===== src/ftd_pkg.sv =====
package ftd_pkg;

   // field widths of the two channels
   localparam int FloatW  = 32;
   localparam int CapW    = 8;
   localparam int CharW   = 8;
   localparam int StatusW = 2;
   localparam int LenW    = 5;

   // formatting
   localparam int FracDigitsDefault = 6;
   localparam int MaxText           = 16;
   localparam int IntDigits         = 8;   // 2^24 - 1 needs eight decimal digits

   // single-precision layout
   localparam int             MantBits = 23;
   localparam logic [7:0]     ExpBias  = 8'd127;
   localparam logic [7:0]     ExpMax   = 8'd255;
   localparam logic [7:0]     ExpLimit = 8'd151;   // bias + 24: magnitude 2^24 and up

   // status codes
   localparam logic [StatusW-1:0] StatusOk    = 2'd0;
   localparam logic [StatusW-1:0] StatusCap   = 2'd1;
   localparam logic [StatusW-1:0] StatusRange = 2'd2;

   // ASCII codes
   localparam logic [CharW-1:0] CharNone  = 8'h00;
   localparam logic [CharW-1:0] CharMinus = 8'h2D;
   localparam logic [CharW-1:0] CharDot   = 8'h2E;
   localparam logic [CharW-1:0] CharZero  = 8'h30;

   // control of the binary to BCD shifter
   typedef struct packed {
      logic clear;
      logic shift;
      logic bit_in;
   } dabble_ctl_type;

endpackage


===== src/ftd_if.sv =====
// input channel: one float word and a text capacity per item
interface ftd_req_if;
   import ftd_pkg::*;
   logic                valid;
   logic                ready;
   logic [FloatW-1:0]   float_bits;
   logic [CapW-1:0]     capacity;

   modport source (output valid, float_bits, capacity, input ready);
   modport sink   (input valid, float_bits, capacity, output ready);
endinterface

// result channel: one character per item
interface ftd_rsp_if;
   import ftd_pkg::*;
   logic                valid;
   logic                ready;
   logic [CharW-1:0]    character;
   logic                last_char;
   logic [StatusW-1:0]  status;
   logic [LenW-1:0]     text_length;

   modport source (output valid, character, last_char, status, text_length, input ready);
   modport sink   (input valid, character, last_char, status, text_length, output ready);
endinterface


===== src/float32_to_decimal_text.sv =====
// Single-precision float to fixed-point decimal text.
// req_ch (valid/ready) takes one item: float_bits and capacity, the room for the
// text plus a terminator. rsp_ch gives the text one character per item: an
// optional '-', the integer digits, '.', and the truncated fraction digits;
// last_char marks the final character and text_length repeats the length on
// every character. Out-of-range values (magnitude 2^24 and up, infinity, NaN)
// and a too small capacity give one item with character 0, text_length 0,
// last_char 1 and the status code.
// Timing: one item is in work at a time. After acceptance the integer bits are
// shifted through a BCD shifter one bit per cycle (up to 24 shifts, or up to
// 4*FRACTION_DIGITS right shifts for values below one half), then one fraction
// digit per cycle by a times-ten step, a length check step, then one character
// per cycle (up to 16) while the receiver takes them. A stalled receiver holds
// the output register and the character sequence; a new item is taken while the
// last character still waits.
// Reset (synchronous) empties the output register and returns to idle.
module float32_to_decimal_text #(
   parameter int FRACTION_DIGITS = ftd_pkg::FracDigitsDefault
) (
   input  logic        clock,
   input  logic        reset,
   ftd_req_if.sink     req_ch,
   ftd_rsp_if.source   rsp_ch
);
   import ftd_pkg::*;

   localparam int FracExt = 4 * FRACTION_DIGITS;
   localparam int FracW   = MantBits + 1 + FracExt;
   localparam int CntMax  = (FracExt > MantBits + 1) ? FracExt : MantBits + 1;
   localparam int CntW    = $clog2(CntMax + 1);
   localparam int FdIdxW  = (FRACTION_DIGITS > 1) ? $clog2(FRACTION_DIGITS) : 1;
   localparam int NdW     = $clog2(IntDigits + 1);
   localparam int IdxW    = $clog2(IntDigits);

   localparam logic [2:0] StIdle  = 3'd0;
   localparam logic [2:0] StAlign = 3'd1;
   localparam logic [2:0] StFrac  = 3'd2;
   localparam logic [2:0] StCheck = 3'd3;
   localparam logic [2:0] StEmit  = 3'd4;
   localparam logic [2:0] StErr   = 3'd5;

   // control state
   logic [2:0]        state_ff, state_in;
   logic [CntW-1:0]   cnt_ff, cnt_in;
   logic [LenW-1:0]   pos_ff, pos_in;
   logic              rsp_valid_ff, rsp_valid_in;

   // working data
   logic [FracW-1:0]  f_ff, f_in;
   logic              left_ff, left_in;
   logic              neg_ff, neg_in;
   logic [CapW-1:0]   cap_ff, cap_in;
   logic [StatusW-1:0] err_ff, err_in;
   logic [NdW-1:0]    nd_ff, nd_in;
   logic [LenW-1:0]   len_ff, len_in;
   logic [3:0]        frac_dig_ff [FRACTION_DIGITS];
   logic [3:0]        frac_dig_in [FRACTION_DIGITS];

   // output register
   logic [CharW-1:0]   char_ff, char_in;
   logic               last_ff, last_in;
   logic [StatusW-1:0] status_ff, status_in;
   logic [LenW-1:0]    tlen_ff, tlen_in;

   // input decode
   logic              sign;
   logic [7:0]        expf;
   logic [MantBits-1:0] man;
   logic              is_zero;
   logic              out_range;
   logic [7:0]        left_cnt;
   logic [7:0]        right_cnt;
   logic              accept;
   logic              out_free;

   assign sign      = req_ch.float_bits[FloatW-1];
   assign expf      = req_ch.float_bits[FloatW-2:MantBits];
   assign man       = req_ch.float_bits[MantBits-1:0];
   assign is_zero   = (expf == 8'd0) && (man == '0);
   assign out_range = !is_zero && ((expf == ExpMax) || (expf >= ExpLimit));
   assign left_cnt  = expf - (ExpBias - 8'd1);
   assign right_cnt = (ExpBias - 8'd1) - expf;

   assign req_ch.ready = (state_ff == StIdle);
   assign accept       = req_ch.valid && req_ch.ready;
   assign out_free     = !rsp_valid_ff || rsp_ch.ready;

   // integer part converter
   dabble_ctl_type          dab_ctl;
   logic [IntDigits*4-1:0]  bcd;

   assign dab_ctl.clear  = accept;
   assign dab_ctl.shift  = (state_ff == StAlign) && left_ff;
   assign dab_ctl.bit_in = f_ff[FracW-1];

   ftd_dabble #(.DIGITS(IntDigits)) u_dabble (
      .clock (clock),
      .ctl   (dab_ctl),
      .bcd   (bcd)
   );

   // times-ten step on the fraction: the carry out is the next digit
   logic [FracW+3:0] prod;
   assign prod = {1'b0, f_ff, 3'b000} + {3'b000, f_ff, 1'b0};

   // integer digit count, at least one
   logic [NdW-1:0] nd_calc;
   always_comb begin
      nd_calc = NdW'(1);
      for (int i = 1; i < IntDigits; i++) begin
         if (bcd[i*4 +: 4] != 4'd0) begin
            nd_calc = NdW'(i + 1);
         end
      end
   end

   // text length and capacity check
   logic [LenW-1:0] len_calc;
   logic            cap_err;
   assign len_calc = LenW'(neg_ff) + LenW'(nd_calc) + LenW'(FRACTION_DIGITS + 1);
   assign cap_err  = (len_calc > LenW'(MaxText)) || (cap_ff <= CapW'(len_calc));

   // character at the current position
   logic [LenW-1:0]   p;
   logic [LenW-1:0]   int_off;
   logic [LenW-1:0]   frac_off;
   logic [IdxW-1:0]   int_idx;
   logic [FdIdxW-1:0] frac_idx;
   logic [CharW-1:0]  emit_char;

   assign p        = pos_ff - LenW'(neg_ff);
   assign int_off  = LenW'(nd_ff) - LenW'(1) - p;
   assign frac_off = p - LenW'(nd_ff) - LenW'(1);
   assign int_idx  = int_off[IdxW-1:0];
   assign frac_idx = frac_off[FdIdxW-1:0];

   always_comb begin
      if (neg_ff && (pos_ff == '0)) begin
         emit_char = CharMinus;
      end else if (p < LenW'(nd_ff)) begin
         emit_char = CharZero | {4'b0000, bcd[int_idx*4 +: 4]};
      end else if (p == LenW'(nd_ff)) begin
         emit_char = CharDot;
      end else begin
         emit_char = CharZero | {4'b0000, frac_dig_ff[frac_idx]};
      end
   end

   // sequencer
   always_comb begin
      state_in     = state_ff;
      cnt_in       = cnt_ff;
      pos_in       = pos_ff;
      f_in         = f_ff;
      left_in      = left_ff;
      neg_in       = neg_ff;
      cap_in       = cap_ff;
      err_in       = err_ff;
      nd_in        = nd_ff;
      len_in       = len_ff;
      frac_dig_in  = frac_dig_ff;
      char_in      = char_ff;
      last_in      = last_ff;
      status_in    = status_ff;
      tlen_in      = tlen_ff;
      rsp_valid_in = rsp_valid_ff;

      if (rsp_ch.ready) begin
         rsp_valid_in = 1'b0;
      end

      unique case (state_ff)
         StIdle: begin
            if (accept) begin
               cap_in  = req_ch.capacity;
               neg_in  = sign && !is_zero;
               left_in = 1'b0;
               f_in    = {1'b1, man, {FracExt{1'b0}}};
               cnt_in  = CntW'(FRACTION_DIGITS);
               if (out_range) begin
                  err_in   = StatusRange;
                  state_in = StErr;
               end else if (is_zero) begin
                  f_in     = '0;
                  state_in = StFrac;
               end else if (expf >= ExpBias) begin
                  left_in  = 1'b1;
                  cnt_in   = left_cnt[CntW-1:0];
                  state_in = StAlign;
               end else if (expf == ExpBias - 8'd1) begin
                  state_in = StFrac;
               end else if (right_cnt > 8'(FracExt)) begin
                  // too small to reach any fraction digit
                  f_in     = '0;
                  state_in = StFrac;
               end else begin
                  cnt_in   = right_cnt[CntW-1:0];
                  state_in = StAlign;
               end
            end
         end
         StAlign: begin
            if (left_ff) begin
               f_in = {f_ff[FracW-2:0], 1'b0};
            end else begin
               f_in = {1'b0, f_ff[FracW-1:1]};
            end
            cnt_in = cnt_ff - CntW'(1);
            if (cnt_ff == CntW'(1)) begin
               cnt_in   = CntW'(FRACTION_DIGITS);
               state_in = StFrac;
            end
         end
         StFrac: begin
            f_in = prod[FracW-1:0];
            for (int i = 0; i < FRACTION_DIGITS - 1; i++) begin
               frac_dig_in[i] = frac_dig_ff[i+1];
            end
            frac_dig_in[FRACTION_DIGITS-1] = prod[FracW+3:FracW];
            cnt_in = cnt_ff - CntW'(1);
            if (cnt_ff == CntW'(1)) begin
               state_in = StCheck;
            end
         end
         StCheck: begin
            nd_in  = nd_calc;
            len_in = len_calc;
            pos_in = '0;
            if (cap_err) begin
               err_in   = StatusCap;
               state_in = StErr;
            end else begin
               state_in = StEmit;
            end
         end
         StEmit: begin
            if (out_free) begin
               rsp_valid_in = 1'b1;
               char_in      = emit_char;
               last_in      = (pos_ff == len_ff - LenW'(1));
               status_in    = StatusOk;
               tlen_in      = len_ff;
               pos_in       = pos_ff + LenW'(1);
               if (pos_ff == len_ff - LenW'(1)) begin
                  state_in = StIdle;
               end
            end
         end
         StErr: begin
            if (out_free) begin
               rsp_valid_in = 1'b1;
               char_in      = CharNone;
               last_in      = 1'b1;
               status_in    = err_ff;
               tlen_in      = '0;
               state_in     = StIdle;
            end
         end
         default: begin
            state_in = StIdle;
         end
      endcase
   end

   // control registers
   always_ff @(posedge clock) begin
      if (reset) begin
         state_ff     <= StIdle;
         cnt_ff       <= '0;
         pos_ff       <= '0;
         rsp_valid_ff <= 1'b0;
      end else begin
         state_ff     <= state_in;
         cnt_ff       <= cnt_in;
         pos_ff       <= pos_in;
         rsp_valid_ff <= rsp_valid_in;
      end
   end

   // data registers
   always_ff @(posedge clock) begin
      f_ff        <= f_in;
      left_ff     <= left_in;
      neg_ff      <= neg_in;
      cap_ff      <= cap_in;
      err_ff      <= err_in;
      nd_ff       <= nd_in;
      len_ff      <= len_in;
      frac_dig_ff <= frac_dig_in;
      char_ff     <= char_in;
      last_ff     <= last_in;
      status_ff   <= status_in;
      tlen_ff     <= tlen_in;
   end

   assign rsp_ch.valid       = rsp_valid_ff;
   assign rsp_ch.character   = char_ff;
   assign rsp_ch.last_char   = last_ff;
   assign rsp_ch.status      = status_ff;
   assign rsp_ch.text_length = tlen_ff;

endmodule


===== src/ftd_dabble.sv =====
// Shift-and-add-3 binary to BCD converter, one input bit per shift, MSB first.
module ftd_dabble #(
   parameter int DIGITS = ftd_pkg::IntDigits
) (
   input  logic                         clock,
   input  ftd_pkg::dabble_ctl_type      ctl,
   output logic [DIGITS*4-1:0]          bcd
);
   import ftd_pkg::*;

   logic [DIGITS*4-1:0] bcd_ff;
   logic [DIGITS*4-1:0] bcd_in;
   logic [DIGITS*4-1:0] adj;

   // add 3 to every digit of 5 or more before the shift
   always_comb begin
      for (int i = 0; i < DIGITS; i++) begin
         if (bcd_ff[i*4 +: 4] >= 4'd5) begin
            adj[i*4 +: 4] = bcd_ff[i*4 +: 4] + 4'd3;
         end else begin
            adj[i*4 +: 4] = bcd_ff[i*4 +: 4];
         end
      end
   end

   always_comb begin
      bcd_in = bcd_ff;
      if (ctl.clear) begin
         bcd_in = '0;
      end else if (ctl.shift) begin
         bcd_in = {adj[DIGITS*4-2:0], ctl.bit_in};
      end
   end

   always_ff @(posedge clock) begin
      bcd_ff <= bcd_in;
   end

   assign bcd = bcd_ff;

endmodule

===== src/flat_wrapper.sv =====
// flat-port wrapper written by rule: the top's interface ports become plain ports
module float32_to_decimal_text_flat import ftd_pkg::*;
#(
   parameter int FRACTION_DIGITS = ftd_pkg::FracDigitsDefault
)
  (clock, reset, req_ch_valid, req_ch_float_bits, req_ch_capacity, req_ch_ready, rsp_ch_valid, rsp_ch_character, rsp_ch_last_char, rsp_ch_status, rsp_ch_text_length, rsp_ch_ready);
  ftd_req_if req_ch_i ();
  ftd_rsp_if rsp_ch_i ();
  input  logic clock;
  input  logic reset;
  input wire logic [$bits(req_ch_i.valid)-1:0] req_ch_valid;
  input wire logic [$bits(req_ch_i.float_bits)-1:0] req_ch_float_bits;
  input wire logic [$bits(req_ch_i.capacity)-1:0] req_ch_capacity;
  output wire logic [$bits(req_ch_i.ready)-1:0] req_ch_ready;
  output wire logic [$bits(rsp_ch_i.valid)-1:0] rsp_ch_valid;
  output wire logic [$bits(rsp_ch_i.character)-1:0] rsp_ch_character;
  output wire logic [$bits(rsp_ch_i.last_char)-1:0] rsp_ch_last_char;
  output wire logic [$bits(rsp_ch_i.status)-1:0] rsp_ch_status;
  output wire logic [$bits(rsp_ch_i.text_length)-1:0] rsp_ch_text_length;
  input wire logic [$bits(rsp_ch_i.ready)-1:0] rsp_ch_ready;
  assign req_ch_i.valid = req_ch_valid;
  assign req_ch_i.float_bits = req_ch_float_bits;
  assign req_ch_i.capacity = req_ch_capacity;
  assign req_ch_ready = req_ch_i.ready;
  assign rsp_ch_valid = rsp_ch_i.valid;
  assign rsp_ch_character = rsp_ch_i.character;
  assign rsp_ch_last_char = rsp_ch_i.last_char;
  assign rsp_ch_status = rsp_ch_i.status;
  assign rsp_ch_text_length = rsp_ch_i.text_length;
  assign rsp_ch_i.ready = rsp_ch_ready;
  float32_to_decimal_text #(.FRACTION_DIGITS(FRACTION_DIGITS)) u_core (.clock(clock), .reset(reset), .req_ch(req_ch_i), .rsp_ch(rsp_ch_i));
endmodule

===== config.mk =====
export PLATFORM = sky130hd
export DESIGN_NAME = float32_to_decimal_text_flat
export DESIGN_NICKNAME = d
export VERILOG_FILES = /design/src/ftd_pkg.sv /design/src/ftd_if.sv /design/src/float32_to_decimal_text.sv /design/src/ftd_dabble.sv /design/src/flat_wrapper.sv
export SDC_FILE = /design/constraint.sdc
export NUM_CORES = 1
export LEC_CHECK = 0
export BUFFER_PORTS_ARGS = -buffer_cell sky130_fd_sc_hd__buf_2
export CAP_MARGIN = 20
export CORE_ASPECT_RATIO = 0.5
export CORE_MARGIN = 2
export CORE_UTILIZATION = 63
export CTS_BUF_LIST = sky130_fd_sc_hd__clkbuf_8
export DETAILED_ROUTE_END_ITERATION = 8
export PLACE_DENSITY = 0.92
export SYNTH_ARGS = -nofsm -noshare
export SYNTH_HDL_FRONTEND = slang
export SYNTH_HIERARCHICAL = 1
export SYNTH_SLANG_ARGS = --single-unit

===== constraint.sdc =====
create_clock -name clock -period 12.2 [get_ports clock]
set_input_delay 2.44 -clock clock [delete_from_list [all_inputs] [get_ports clock]]
set_output_delay 2.44 -clock clock [all_outputs]
set_load 0.005 [all_outputs]

==> metrics.yaml <==
synth.most_common_cell: "sky130_fd_sc_hd__edfxtp_1"
drt_pre_antenna_iters: 6
post_synth.cell_area_avg_sq_um: 9.22
cts_root_buf: "sky130_fd_sc_hd__clkbuf_8"
vias_per_cell: 6.84
maxCapViolCount: 0
wl_per_cell_um: 19.1
clock_latency_ns: 0.47
fraction_of_final_layout_cells_with_drive_strength_greater_than_1_pct: 11.2
synth-edff-count: 107
timing.final.setup_violations: 0
die_width_um: 195
fmaxAchievable_mhz: 236
worst_vdd_rail_ir_drop_mv: 0.205
worstPathCellList: "or4_1 > o21ai_0 > nand2_1 > nand2_1 > nand2_1 > nand2_1 > ha_1 > ha_1 > ha_1 > nor2b_1 > o21a_1 > o21ai_1 > nand2b_1 > a21oi_1 > a31oi_1 > or4_1 > a2111o_1 > a21oi_1"
yosys-top-cells-count: "sky130_fd_sc_hd__edfxtp_1, sky130_fd_sc_hd__a21oi_1, sky130_fd_sc_hd__nand2_1"
synth_largest_type_area_fraction_pct: 28.1
area.growth.synth_to_final_pct: 6.98
postLayoutCoreUtil_pct: 69.6
timing.critical_path.required_ns: 12.60
worstSetupPathDepth: 18
cts-htree-levels: 4
ff2ff_path_depth: 18
finalClockSkew_ns: 0.0186
detail_route.iter0.violations: 1228
holdWs_ns: 0.463
hp-class: "flip-flop to flip-flop"
timing.final.crit_period_ns: 4.24
synthTopCellsByArea: "sky130_fd_sc_hd__edfxtp_1, sky130_fd_sc_hd__ha_1, sky130_fd_sc_hd__dfxtp_1"
crit_family: "simple AND/OR/NAND/NOR gates"
async_reset_ff_share_pct: 0
worstHoldPathCells: 0
grt_pass1_vias: 9999
initial_cell_density_of_the_core_pct: 65.1
tightestPinTransition_ns: 0.882
p_switching_w: 0.00179
die-area_sq_um: 19300
num_vias: 10400
critPathMaxFanout: 7
grt_antenna_before_repair: 0
cts.repair_timing.setup_buffer_count: 0
buf_inv_on_cp: 0
n_antenna_cell: 0
top_level_ports: 62
synth-main-ff-cell: "sky130_fd_sc_hd__edfxtp_1"
route.final.wire_length_um: 29000
worst_setup_hold_path_clk_slew_ns: 0.11
postSynthRegisterBits: 153
cell_occurring_most_often_along_the_worst_timing_path: "sky130_fd_sc_hd__nand2_1"
outcome: "completed"
static-leakage-power_nw: 4.87
slowest_stage: "sky130_fd_sc_hd__or4_1"
coreArea_sq_um: 17600
totalPowerFinal_w: 0.00366
grt.total_usage_pct: 30.5
dieHeight_um: 99.3
post_cts_resize_count: 0
endpoint_kind: "flip-flop"
tritoncts.num_buffers: 17
fin_ws_ns: 7.96
grt_pass1_wl_um: 48100
cts.sinks: 153
synth_largest_area_cell: "sky130_fd_sc_hd__edfxtp_1"
timing.critical_path.from_type: "flip-flop"
proportion_of_synthesized_chip_area_in_sequential_cells_pct: 36.1
detail-route-antenna-nets: 0
worst-setup-path-type: "flip-flop to flip-flop"
setup_repair_after_global_routing_missed_its_margin: "no"
min_period_over_period_pct: 34.8
max_stage_delay_ns: 0.55
nNetsFinal: 1402
cts-root-to-sink-buffers: 2
count_of_mapped_cells_out_of_synthesis: 1240
share_seq_of_total_power_pct: 27.0
fin_tns_setup_ns: 0
globalRoute.totalOverflow: 0
finalHoldViolations: 0
power_per_cell_area_nw_per_um2: 299
placement.setup.worst_slack_ns: 7.19
share_clk_of_total_power_pct: 11.0
maxSlewViolCount: 0
synth.lib_cells_used.distinct: 83
timing.slew.headroom_pct: 41.2
rows: 34
synth.cell_area_sq_um: 11400
detail_route.drc_violations: 0
place.detailed.hpwl_um: 20300
cts_tree: "built"
power.combinational.fraction_pct: 62.0
switching_share_pct: 48.9
finalWeightedCongestion: 0.922
internal_power_w: 0.00187
fillers: 1258
placement.io_buffers: 59
critical_path_arrival_ns: 4.64
cts_hold_buffers: 0
grt_start_max_net_pins: 68
synthesis.yosys.warnings: 6
## registers in the layout, indices dropped and copies added, names as in the netlist, 6 cells and up
register,cells
u_core/u_dabble/bcd,32
u_core/cap_ff,8
u_core/frac_dig_ff,24
u_core/f_ff,48
u_core/rsp_ch.character,6
## final timing paths
kind                                            start                                to  slack [ns]
setup / recovery  u_core/u_dabble/bcd[8]$_SDFFE_PP0P_   u_core/state_ff[0]$_SDFFE_PP0P_        7.96
setup reg to reg  u_core/u_dabble/bcd[8]$_SDFFE_PP0P_   u_core/state_ff[0]$_SDFFE_PP0P_        7.96
hold reg to reg       u_core/frac_dig_ff[9]$_DFFE_PP_  u_core/frac_dig_ff[13]$_DFFE_PP_        0.46
hold / removal        u_core/frac_dig_ff[9]$_DFFE_PP_  u_core/frac_dig_ff[13]$_DFFE_PP_        0.46
## worst reg2reg max path: cells and delay by family, from the launching register on
kind            cells  cell delay [ns]
simple gates        8             1.58
compound gates      7             1.36
fa+ha+maj           3             0.83
flops               1             0.40
## power groups by stage
stage,clock [W],combinational (W),sequential [W]
after floorplan,0,0.00174,0.000938
after global placement,0,0.00207,0.000982
after detailed placement,0,0.00217,0.000994
after CTS,0.000405,0.00220,0.000984
after global routing,0.000431,0.00248,0.00101
final,0.000402,0.00227,0.000990
## through the flow
step / instances / cell area, sq um
2_1_floorplan: 1241 / 11400
3_3_place_gp: 1482 / 11800
3_5_place_dp: 1482 / 11800
5_1_grt: 1516 / 12200
4_1_cts: 1514 / 12200
6_report: 1516 / 12200
## metal layers
layer  up-vias  global-route usage (%)  wire length, um
li1       4734                       -                -
met1      4928                    38.8            12100
met2       612                    52.3            13900
met3        99                    5.80             2350
met4         0                    11.3              678
met5         -                       0                0
## logic make-up after synthesis
logic type	after synthesis	synth area share, %
AOI/OAI and AO/OA	399	22.7
and+or+nand+nor	333	14.7
DFF	153	36.1
buffers and inverters	138	5.13
adders and majority gates	89	9.93
muxes	68	6.91
xor gates and xnor gates	59	4.52
other	1	0.0328
## area by class of cell
cell class | count | area (sq um) | share of cell area (%)
clock inverters | 15 | 158 | 1.29
multi-input cells | 950 | 6740 | 55.1
repair buffers | 68 | 383 | 3.13
inverters | 79 | 297 | 2.42
well taps | 234 | 293 | 2.39
flip-flops and latches | 153 | 4130 | 33.8
clock buffers | 17 | 234 | 1.91
## cell usage in the layout (no fill, tap or decap), types with 9 or more instances in the layout
cell,instances
sky130_fd_sc_hd__a211oi_1,11
sky130_fd_sc_hd__a21o_1,30
sky130_fd_sc_hd__a21oi_1,103
sky130_fd_sc_hd__a31oi_1,19
sky130_fd_sc_hd__buf_2,59
sky130_fd_sc_hd__clkbuf_8,17
sky130_fd_sc_hd__dfxtp_1,46
sky130_fd_sc_hd__edfxtp_1,107
sky130_fd_sc_hd__ha_1,86
sky130_fd_sc_hd__inv_1,79
sky130_fd_sc_hd__mux2i_1,52
sky130_fd_sc_hd__nand2_1,94
sky130_fd_sc_hd__nand2b_1,12
sky130_fd_sc_hd__nand3_1,25
sky130_fd_sc_hd__nand4_1,20
sky130_fd_sc_hd__nor2_1,68
sky130_fd_sc_hd__nor2b_1,12
sky130_fd_sc_hd__nor3_1,33
sky130_fd_sc_hd__nor4_1,15
sky130_fd_sc_hd__o21a_1,17
sky130_fd_sc_hd__o21ai_0,78
sky130_fd_sc_hd__o221ai_1,14
sky130_fd_sc_hd__o22ai_1,31
sky130_fd_sc_hd__o32ai_1,9
sky130_fd_sc_hd__xnor2_1,36
sky130_fd_sc_hd__xor2_1,23
Note: power is estimated with default switching activity, not from simulation.
